--- src/hdl/spc_pkg.sv ---
// ----------------------------------------------------------------------------
// spc_pkg
// Shared types and constants for the self-describing pattern checker.
// ----------------------------------------------------------------------------
package spc_pkg;

  // index arithmetic
  localparam int INDEX_BITS = 22;
  localparam int CNT_W      = INDEX_BITS + 1;

  // port widths
  localparam int DATA_W     = 16;
  localparam int SRC_W      = 15;
  localparam int DISP_W     = 16;
  localparam int OFFSET_W   = 23;
  localparam int COUNT_W    = 23;
  localparam int LIMIT_W    = 4;

  localparam logic [LIMIT_W-1:0] LIMIT_RESET = LIMIT_W'(8);
  localparam logic [SRC_W-1:0]   HALF_SPAN   = SRC_W'(16384);

  // job queue between front and back
  localparam int JOBQ_DEPTH = 4;
  localparam int JOBQ_AW    = $clog2(JOBQ_DEPTH);
  localparam int JOBQ_CW    = $clog2(JOBQ_DEPTH + 1);

  typedef enum logic {
    KIND_MISMATCH = 1'b0,
    KIND_SUMMARY  = 1'b1
  } spc_kind_t;

  // one classified item: what the back has to emit for it
  typedef struct packed {
    logic                  report;
    logic                  last;
    logic [INDEX_BITS-1:0] idx;
    logic [DATA_W-1:0]     got;
    logic [CNT_W-1:0]      err;
    logic [CNT_W-1:0]      pos;
  } spc_job_t;

endpackage

--- src/hdl/spc_back.sv ---
// ----------------------------------------------------------------------------
// spc_back
// Expands queued jobs into mismatch reports and pass summaries and holds
// the current result in an output register.
// ----------------------------------------------------------------------------
module spc_back (
  input  logic                         clk,
  input  logic                         rst,
  input  logic                         job_valid,
  input  spc_pkg::spc_job_t            job,
  output logic                         job_pop,
  output logic                         empty,
  input  logic                         pop,
  output logic                         report_kind,
  output logic [spc_pkg::OFFSET_W-1:0] byte_offset,
  output logic [spc_pkg::DATA_W-1:0]   expected,
  output logic [spc_pkg::DATA_W-1:0]   observed,
  output logic                         is_pattern,
  output logic [spc_pkg::SRC_W-1:0]    source_index,
  output logic signed [spc_pkg::DISP_W-1:0] displacement,
  output logic [spc_pkg::COUNT_W-1:0]  mismatch_count,
  output logic [spc_pkg::COUNT_W-1:0]  checked_count,
  output logic                         end_of_run
);
  import spc_pkg::*;

  logic              out_valid;
  logic              phase;        // report of the head job already sent
  logic              load, emit_report, phase_next;
  spc_kind_t         kind_n;
  logic [OFFSET_W-1:0] offset_n;
  logic [DATA_W-1:0] exp_n, obs_n;
  logic              tag_n, end_n;
  logic [SRC_W-1:0]  src_n, delta;
  logic [DISP_W-1:0] disp_n;

  assign empty = !out_valid;
  assign load  = !out_valid || pop;

  // pick the next result from the head job
  always_comb begin
    emit_report = job.report && !phase;
    delta       = job.got[SRC_W-1:0] - job.idx[SRC_W-1:0];
    kind_n      = KIND_SUMMARY;
    offset_n    = '0;
    exp_n       = '0;
    obs_n       = '0;
    tag_n       = 1'b0;
    src_n       = '0;
    disp_n      = '0;
    end_n       = 1'b1;
    job_pop     = 1'b0;
    phase_next  = phase;
    if (emit_report) begin
      kind_n   = KIND_MISMATCH;
      offset_n = OFFSET_W'({job.idx, 1'b0});
      exp_n    = {1'b1, job.idx[SRC_W-1:0]};
      obs_n    = job.got;
      tag_n    = job.got[DATA_W-1];
      end_n    = !job.last;
      if (tag_n) begin
        src_n  = job.got[SRC_W-1:0];
        // wrap the distance into -16383..16384
        disp_n = {(delta > HALF_SPAN), delta};
      end
    end
    if (load && job_valid) begin
      if (emit_report && job.last) begin
        phase_next = 1'b1;
      end else begin
        job_pop    = 1'b1;
        phase_next = 1'b0;
      end
    end
  end

  // hold the result until it is taken
  always_ff @(posedge clk) begin
    if (rst) begin
      out_valid <= 1'b0;
      phase     <= 1'b0;
    end else begin
      phase <= phase_next;
      if (load) begin
        out_valid <= job_valid;
      end
    end
  end

  always_ff @(posedge clk) begin
    if (load && job_valid) begin
      report_kind    <= kind_n;
      byte_offset    <= offset_n;
      expected       <= exp_n;
      observed       <= obs_n;
      is_pattern     <= tag_n;
      source_index   <= src_n;
      displacement   <= disp_n;
      mismatch_count <= COUNT_W'(job.err);
      checked_count  <= COUNT_W'(job.pos);
      end_of_run     <= end_n;
    end
  end

`ifndef SYNTHESIS
  a_summary_ends: assert property (@(posedge clk) disable iff (rst)
    (out_valid && report_kind == KIND_SUMMARY) |-> end_of_run)
    else $error("summary without end of run");
  a_untagged_zero: assert property (@(posedge clk) disable iff (rst)
    (out_valid && report_kind == KIND_MISMATCH && !is_pattern)
      |-> (source_index == '0 && displacement == '0))
    else $error("untagged report carries decoded fields");
`endif

endmodule

--- config.mk ---
export PLATFORM = sky130hd
export DESIGN_NAME = spc_back
export DESIGN_NICKNAME = d
export VERILOG_FILES = /design/src/hdl/spc_pkg.sv /design/src/hdl/spc_back.sv
export SDC_FILE = /design/constraint.sdc
export NUM_CORES = 1
export LEC_CHECK = 0
export ABC_CLOCK_PERIOD_IN_PS = 8270
export BUFFER_PORTS_ARGS = -buffer_cell sky130_fd_sc_hd__buf_2
export CORE_UTILIZATION = 50
export CTS_CLUSTER_DIAMETER = 30
export CTS_CLUSTER_SIZE = 40
export DETAILED_ROUTE_END_ITERATION = 8
export GPL_TIMING_DRIVEN = 0
export PLACE_DENSITY = 0.85
export SETUP_SLACK_MARGIN = 0.3
export SYNTH_ARGS = -nofsm -noshare
export SYNTH_HDL_FRONTEND = slang
export SYNTH_SLANG_ARGS = --single-unit
--- constraint.sdc ---
create_clock -name clk -period 8.27 [get_ports clk]
set_clock_uncertainty 0.2 [all_clocks]
set_input_delay 1.654 -clock clk [delete_from_list [all_inputs] [get_ports clk]]
set_output_delay 1.654 -clock clk [all_outputs]
set_load 0.01 [all_outputs]
# [Word level (Yosys, flattened, before mapping)]
# Index checks and enable logic that the tools add are counted.
# W data, S select, Z words.
[word_totals] wordCells=29 latch_bits=0 rom_bits=0 ramBits=0 n_memories=0 ff_bits=137
[op_classes] reduce_logical=8 mul=0 n_shift=0 addsub=1 n_eq_ne=0 bitwise=0 n_div=0 n_mux=5 n_lt_le_gt_ge=1
[ops] op="$mux W16" n=1
[ops] op="$gt A15 B15 Y1 const B" n=1
[ops] op="$sub A15 B15 Y15" n=1
[ops] op="$mux W1" n=4
[ops] op="$logic_and A1 B1 Y1" n=3
[ops] op="$logic_not A1 Y1" n=3
[ops] op="$reduce_and A2 Y1" n=1
[ops] op="$logic_or A1 B1 Y1" n=1

# [Depth between registers and ports, before layout]
# Gate-level depths: netlist (run 1).
[logic_depth] word_depth=5 mapped_depth=10

# [Worst setup path after synthesis (run 1)]
# OpenSTA, ideal clock, no wires.
[synth_path] kind="input to register" startpoint="input port pop" endpoint="register byte_offset[10] (netlist bit) (enable)" setup_ps=471 cell_stages=3 arrival_ps=4147 slack_ps=3452 cell_sequence="nand2b_1 -> nand2_1 -> inv_1"
[synth_via] elab_chain_cells=2
[synth_lines] item="start: declaration" line_no="spc_back.sv:13" rtl="input logic pop,"
[synth_lines] item="$logic_or A1 B1 Y1" line_no="spc_back.sv:38" rtl="assign load = !out_valid || pop;"
[synth_lines] item="$logic_and A1 B1 Y1" line_no="spc_back.sv:91" rtl="if (load && job_valid) begin"
[synth_lines] item="end signal: assignment" line_no="spc_back.sv:93" rtl="byte_offset <= offset_n;"
[synth_lines] item="end: declaration" line_no="spc_back.sv:15" rtl="output logic [spc_pkg::OFFSET_W-1:0] byte_offset,"
# No other way between the ends.
# A chain may end at the register's enable or synchronous reset.

# [Final worst setup path (run 1)]
[layout_path] startpoint="input port job[85] (netlist bit)" endpoint="output port job_pop"
[layout_via] elab_chain_cells=4
[layout_lines] item="start: declaration" line_no="spc_back.sv:10" rtl="input spc_pkg::spc_job_t job,"
[layout_lines] item="$logic_and A1 B1 Y1" line_no="spc_back.sv:42" rtl="emit_report = job.report && !phase;"
[layout_lines] item="via emit_report" line_no="spc_back.sv:29" rtl="logic load, emit_report, phase_next;"
[layout_lines] item="$logic_and A1 B1 Y1" line_no="spc_back.sv:68" rtl="if (emit_report && job.last) begin"
[layout_lines] item="$mux W1" line_no="spc_back.sv:68"
[layout_lines] item="$mux W1" line_no="spc_back.sv:67" rtl="if (load && job_valid) begin"
[layout_lines] item="end: declaration" line_no="spc_back.sv:11" rtl="output logic job_pop,"
# The timed path passes the listed nets, and every way through them passes these cells.

==> results.md, run 1 <==
- CP max stage cell: clkbuf_1
- Max transition margin: 0.585
- Fin worst setup slack: 3.59 ns
- TritonRoute pass-1 iters: 4
- Worst-Margin Slew: 0.623 ns
- Pwr Density: 239 nW/µm²
- Element type at the critical path end: output port
- Period utilization: 0.566
- Crit path required time: 6.42 ns
- Routed WL: 12,700 µm
- DP HPWL: 9280 µm
- Synth warn: 0
- Worst path bufs/invs: 3
- Logic pwr share: 0.124
- Post-CTS Setup Repair Bufs: 0
- N_diodes: 0
- IO Count: 227
- Finished Cell Area: 6860 µm²
- Setup-failing EPs final: 0
- Status: completed
- Worst-case vdd ir drop: 0.111 mV
- Initial cell density of the core: 0.513
- Post-route setup TNS: 0 ns
- TritonCTS clock tree: yes
- Wirelength per Cell: 17.3 µm
- Die Height: 102 µm
- Worst setup SP type: primary input
- Post-Syn Area: 4970 µm²
- Hold Slack: 0.298 ns
- Flop pwr share: 0.444
- Die Area: 10,300 µm²
- IO Port Bufs: 225
- Fill cell count: 627
- Rows: 36
- Antenna violations before repair: 0
- Period minus WS final: 4.68 ns
- Leading cell type in the layout, fill and taps excluded: buf_2
- Post-synth cell types: 47
- Mapped Cells: 339
- Placed Cells: 698
- CP arrival: 2.83 ns
- Max-Cap Viols: 0
- Non-filler cells, final: 730
- Seq/Total Area, Yosys: 0.722
- DRC errors left: 0
- Dpl ws: 3.45 ns
- Area of placed instances: 6290 µm²
- Crit-path max FO: 10
- Core footprint: 9680 µm²
- GRT Util Overall: 0.245
- Worst skew pair latency: 0.51 ns
- Clock power share: 0.432
- Seq. cell area: 3580 µm²
- Multi-input logic area: 1130 µm²
- Fin. max-slew vios: 0
- Area grow syn2layout: 38.2%
- CP max stage delay: 0.53 ns
- Drt initial violations: 158
- Share of cells above drive strength 1: 0.467
- Worst Hold Class: reg2reg
- Flops & latches, synth: 120
- CTS root buf: clkbuf_8
- CTS max path bufs: 2
- Net Sw Frac: 0.234
- Cell family with most CP delay: buffers and inverters
- Pint: 1.26 mW
- Leak: 3.15 nW
- Vias in the first global route: 3,424
- Fmax: 214 MHz
- Post-DRT Antenna Nets: 0
- Syn Area/Cell: 14.6 µm²
- Cell mode on critical path: buf_2
- Final net count: 689
- Net Count, Synth: 444
- Final RePlAce weighted congestion: 0.873
- Crit Path Category: in2out
- Post-CTS Resized: 0
- H-tree depth: 4
- Endpoints failing hold: 0
- Total CTS buffers: 17
- Switch Pwr: 0.384 mW
- CTS Hold Bufs: 0
- Die Wd: 102 µm
- Most frequent cells in the layout: buf_2 (225), edfxtp_1 (118), nor2_1 (37)
- Vias: 3,565
- # clock sinks: 120
- First-pass GRT wire length: 18,000 µm
- Clk slew on worst S/H paths: 0.06 ns
- Cells along the critical path: buf_2 > nor2b_1 > clkbuf_1 > a21oi_1 > buf_2
- Vias per cell: 4.88
- GR Overflow Total: 0
- Pin count of the biggest net entering global routing: 76
- RSZ-0062 raised after global routing: no
registers in the layout, indices dropped and copies added, names as in the netlist:
register and flops:
mismatch_count 23, expected 1, checked_count 23, phase 1, end_of_run 1, source_index 15
out_valid 1, observed 16, displacement 16, report_kind 1, byte_offset 22
stage by stage:
step | power, mW | util
after floorplan | 0.853 | -
after global placement | 0.935 | 0.646
after detailed placement | 0.940 | 0.649
after CTS | 1.65 | 0.709
after global routing | 1.70 | 0.709
final | 1.64 | 0.709
logic make-up after synthesis:
family,count (synthesis),share of synthesized area
flip-flops,120,0.722
AND/OR/NAND/NOR,105,0.112
buffers and inverters,49,0.0514
AO/OA/AOI/OAI,38,0.0547
adder cells (fa/ha/maj),15,0.0393
XOR/XNOR,9,0.0159
multiplexers,2,0.00428
other,1,0.000755
final timing paths:
check             cells after the start                             to  slack (ns)                   start
setup / recovery                      5                        job_pop        3.59                 job[85]
hold / removal                        2         out_valid$_SDFFE_PP0N_        0.30  out_valid$_SDFFE_PP0N_
setup reg to reg                      5  byte_offset[14]$_SDFFCE_PN0P_        6.19      phase$_SDFFE_PP0P_
hold reg to reg                       2         out_valid$_SDFFE_PP0N_        0.30  out_valid$_SDFFE_PP0N_
worst reg2reg max path, stage by stage (launching register included):
cell and delay (ns):
dfxtp_1 0.31, nor2b_1 0.26, clkbuf_1 0.41, inv_1 0.25, clkbuf_1 0.30, nor2_1 0.19
Yosys cell counts, drive strengths merged:
library cell	n	area, µm²
edfxtp	118	3540
nor2	37	139
and2	26	163
inv	23	86.3
buf	18	139
and3	15	93.8
ha	14	175
a21oi	11	55.1
nand2	9	33.8
clkbuf	8	30.0
xor2	7	61.3
o21ai	6	30.0
a21o	5	37.5
nor2b	3	26.3
dfxtp	2	40.0
nand2b	2	12.5
nand3	2	10.0
nor3	2	10.0
nor3b	2	15.0
o21a	2	15.0
o31a	2	17.5
or2	2	12.5
or4	2	15.0
xnor2	2	17.5
a2111oi	1	15.0
a211oi	1	7.51
a21boi	1	7.51
a221o	1	10.0
a22o	1	8.76
a22oi	1	7.51
a311oi	1	15.0
a31oi	1	6.26
and2b	1	7.51
conb	1	3.75
fa	1	20.0
mux2	1	11.3
mux2i	1	10.0
nor4b	1	8.76
o2111ai	1	8.76
o211ai	1	12.5
o221ai	1	8.76
o41ai	1	8.76
or4b	1	10.0
metal layers:
layer / vias up / GRT usage / part of all wire / wire [µm]
li1: 1702 / - / - / -
met5: - / 0 / 0 / 0
met4: 0 / 0.123 / 0.024 / 303
met1: 1699 / 0.260 / 0.36 / 4550
met2: 143 / 0.449 / 0.56 / 7050
met3: 21 / 0.0649 / 0.059 / 753
area by class of cell:
type                            instances  area share
Buffer                                 26      0.0246
Clock buffer                           18      0.0609
Clock inverter                         14      0.0228
Inverter                               23      0.0129
Multi-Input combinational cell        170       0.164
Sequential cell                       120       0.522
Tap cell                              133      0.0242
Timing Repair Buffer                  226       0.168
power by group through the flow:
stage | Combinational, mW | Clock (mW) | Sequential (mW)
detailed placement | 0.201 | 0 | 0.739
global route | 0.222 | 0.743 | 0.732
global placement | 0.192 | 0 | 0.743
floorplan | 0.0900 | 0 | 0.763
finish | 0.203 | 0.709 | 0.728
CTS | 0.203 | 0.717 | 0.728
(Power assumes the default switching activity.)
==> run 2, diff against run 1 <==
--- a/config.mk
+++ b/config.mk
@@ -5,14 +5,14 @@
 export SDC_FILE = /design/constraint.sdc
 export NUM_CORES = 1
 export LEC_CHECK = 0
-export ABC_CLOCK_PERIOD_IN_PS = 8270
+export ABC_CLOCK_PERIOD_IN_PS = 4500
 export BUFFER_PORTS_ARGS = -buffer_cell sky130_fd_sc_hd__buf_2
-export CORE_UTILIZATION = 50
+export CORE_UTILIZATION = 47
 export CTS_CLUSTER_DIAMETER = 30
 export CTS_CLUSTER_SIZE = 40
 export DETAILED_ROUTE_END_ITERATION = 8
 export GPL_TIMING_DRIVEN = 0
-export PLACE_DENSITY = 0.85
+export PLACE_DENSITY = 0.8
 export SETUP_SLACK_MARGIN = 0.3
 export SYNTH_ARGS = -nofsm -noshare
 export SYNTH_HDL_FRONTEND = slang
==> constraint.sdc (replaced) <==
create_clock -name clk -period 4.5 [get_ports clk]
set_clock_uncertainty 0.2 [all_clocks]
set_input_delay 0.9 -clock clk [delete_from_list [all_inputs] [get_ports clk]]
set_output_delay 0.9 -clock clk [all_outputs]
set_load 0.01 [all_outputs]
==> run 2 against run 1 <==
Effect of this change:
- clock power grew 82%
- routed wire length grew 2.0%
- power grew 83%
- via count grew 2.2%
- clock-buffer cell count shrank 1
==> results.md, run 2 (synthesized netlist as in run 1, its figures left out) <==
- Status: completed
- Cells along the critical path: buf_2 > inv_1 > ha_1 > fa_1 > and2b_1 > o211ai_2 > a22oi_1 > xnor2_1 > o2111ai_1 > or4b_1 > o31a_1
- Wirelength per Cell: 17.6 µm (+1.5%)
- Die Wd: 105 µm (+3.1%)
- Final RePlAce weighted congestion: 0.861 (-1.4%)
- Pwr Density: 438 nW/µm² (+83%)
- Period minus WS final: 3.55 ns
- # clock sinks: 120 (unchanged)
- Reg2Reg Launch Point: phase$_SDFFE_PP0P_
- Total CTS buffers: 17 (unchanged)
- Multi-input logic area: 1130 µm² (unchanged)
- GR Layer Usage met1: 0.269 (+0.00921)
- GRT Max-Usage Layer: met2
- Placed Cells: 701 (+0.43%)
- GRT Util Overall: 0.237 (-0.00865)
- RSZ-0062 raised after global routing: no
- Vias per cell: 4.96 (+1.6%)
- Pin count of the biggest net entering global routing: 63 (-17%)
- Finished Cell Area: 6860 µm² (about the same)
- Worst Hold Class: reg2reg
- Seq. cell area: 3580 µm² (unchanged)
- Max transition margin: 0.455 (-0.130)
- Max-Cap Viols: 0 (unchanged)
- Rows: 37 (+2.8%)
- Worst skew pair latency: 0.51 ns (about the same)
- Post-CTS Setup Repair Bufs: 0 (unchanged)
- Period utilization: 0.789
- Die Area: 11,000 µm² (+6.3%)
- CTS root buf: clkbuf_8
- Fin. max-slew vios: 0 (unchanged)
- Crit Path Category: in2reg
- Drt initial violations: 180 (+14%)
- Routed WL: 12,900 µm (+2.0%)
- Crit-path max FO: 4 (-6)
- Crit path required time: 4.57 ns (-1.85 ns)
- Hold Crit Depth: 2 (unchanged)
- Post-DRT Antenna Nets: 0 (unchanged)
- Share of cells above drive strength 1: 0.472 (+0.00503)
- First-pass GRT wire length: 19,100 µm (+6.4%)
- Fin worst setup slack: 0.951 ns (-2.64 ns)
- Non-filler cells, final: 734 (+0.55%)
- Internal reg-to-reg setup slack: 2.39 ns (-3.80 ns)
- GR Overflow Total: 0 (unchanged)
- Reg-to-reg endpoint: byte_offset[13]$_SDFFCE_PN0P_
- Endpoints failing hold: 0 (unchanged)
- R2R depth: 5 (unchanged)
- GR Layer Usage met2: 0.422 (-0.0266)
- Element type at the critical path end: flip-flop
- Leak: 3.15 nW (+0.20%)
- Area of placed instances: 6290 µm² (about the same)
- Routing usage on met3: 0.0618 (-0.00311)
- IO Port Bufs: 225 (unchanged)
- Antenna violations before repair: 1 (+1)
- DP HPWL: 9090 µm (-2.0%)
- CTS max path bufs: 2 (unchanged)
- Hold Path End: out_valid$_SDFFE_PP0N_
- CTS Hold Bufs: 0 (unchanged)
- Core footprint: 10,300 µm² (+6.1%)
- Most frequent cells in the layout: buf_2 (225), edfxtp_1 (118), nor2_1 (37)
- Regs by FF count: checked_count: 23 flops, mismatch_count: 23 flops, byte_offset: 22 flops
- Worst setup SP type: primary input
- H-tree depth: 4 (unchanged)
- CP arrival: 3.61 ns (+0.78 ns)
- CP max stage delay: 0.53 ns (about the same)
- IO Count: 227 (unchanged)
- DRC errors left: 0 (unchanged)
- CP max stage cell: or4b_1
- Area grow syn2layout: 38.2% (about the same)
- Vias in the first global route: 3,533 (+3.2%)
- Clk slew on worst S/H paths: 0.06 ns (about the same)
- Fill cell count: 749 (+19%)
- Leading cell type in the layout, fill and taps excluded: buf_2
- Die Height: 105 µm (+3.1%)
- Worst-Margin Slew: 0.818 ns (+0.195 ns)
- TritonCTS clock tree: yes
- Hold path start: out_valid$_SDFFE_PP0N_
- Vias: 3,642 (+2.2%)
- Worst-case vdd ir drop: 0.343 mV (+210%)
- Initial cell density of the core: 0.483 (-0.0296)
- Post-CTS Resized: 0 (unchanged)
- TritonRoute pass-1 iters: 4 (unchanged)
- Dpl ws: 0.448 ns (-3.00 ns)
- Setup-failing EPs final: 0 (unchanged)
- Final net count: 689 (unchanged)
- Fmax: 282 MHz
- Pwr Total: 3.00 mW (+83%)
-- run 2: cell type report --
class,instances,share of cell area
timing repair buffer,226,0.168
sequential,120,0.522
tap,136,0.0248
clock inverter,15,0.0222
antenna,1,0.000365
multi-input combinational,170,0.164
clock buffer,17,0.0604
buffer,26,0.0246
inverter,23,0.0129
-- run 2: metal layers --
layer / vias to the layer above / share of wire
met4: 0 / 0.016
li1: 1702 / -
met3: 18 / 0.062
met5: - / 0
met1: 1761 / 0.39
met2: 161 / 0.53
-- run 2: worst max-delay path by stage --
| stage | from | endpoint | slack (ns) | depth (start not counted) |
|---|---|---|---|---|
| after CTS | job[46] | displacement[15]$_SDFFCE_PN0P_ | 0.96 | 11 |
| after global routing | job[46] | displacement[15]$_SDFFCE_PN0P_ | 0.79 | 11 |
| after detailed placement | job[46] | displacement[15]$_SDFFCE_PN0P_ | 0.45 | 11 |
| after global placement | pop | mismatch_count[12]$_DFFE_PP_ | -0.44 | 4 |
| final | job[46] | displacement[15]$_SDFFCE_PN0P_ | 0.95 | 11 |
| after floorplan | pop | byte_offset[10]$_SDFFCE_PN0P_ | 0.44 | 3 |
-- run 2: per-stage QoR --
| step | setup TNS (ns) | util | hold WS (ns) |
|---|---|---|---|
| final | 0 | 0.668 | 0.303 |
| after detailed placement | 0 | 0.612 | 0.279 |
| after floorplan | 0 | - | 0.255 |
| after global placement | -50.80 | 0.609 | 0.274 |
| after global routing | 0 | 0.668 | 0.330 |
| after CTS | 0 | 0.667 | 0.301 |
-- run 2: critical path: cells and delay by family --
kind | cells | cell delay (ns)
compound gates | 4 | 0.92
simple gates | 2 | 0.78
fa+ha+maj | 2 | 0.67
xor+xnor | 1 | 0.22
buf+inv | 2 | 0.14
-- run 2: power by group --
| part | total [mW] | switching (mW) | internal [mW] |
|---|---|---|---|
| Combinational | 0.374 | 0.215 | 0.159 |
| Clock | 1.29 | 0.503 | 0.788 |
| Sequential | 1.34 | 0.0231 | 1.32 |
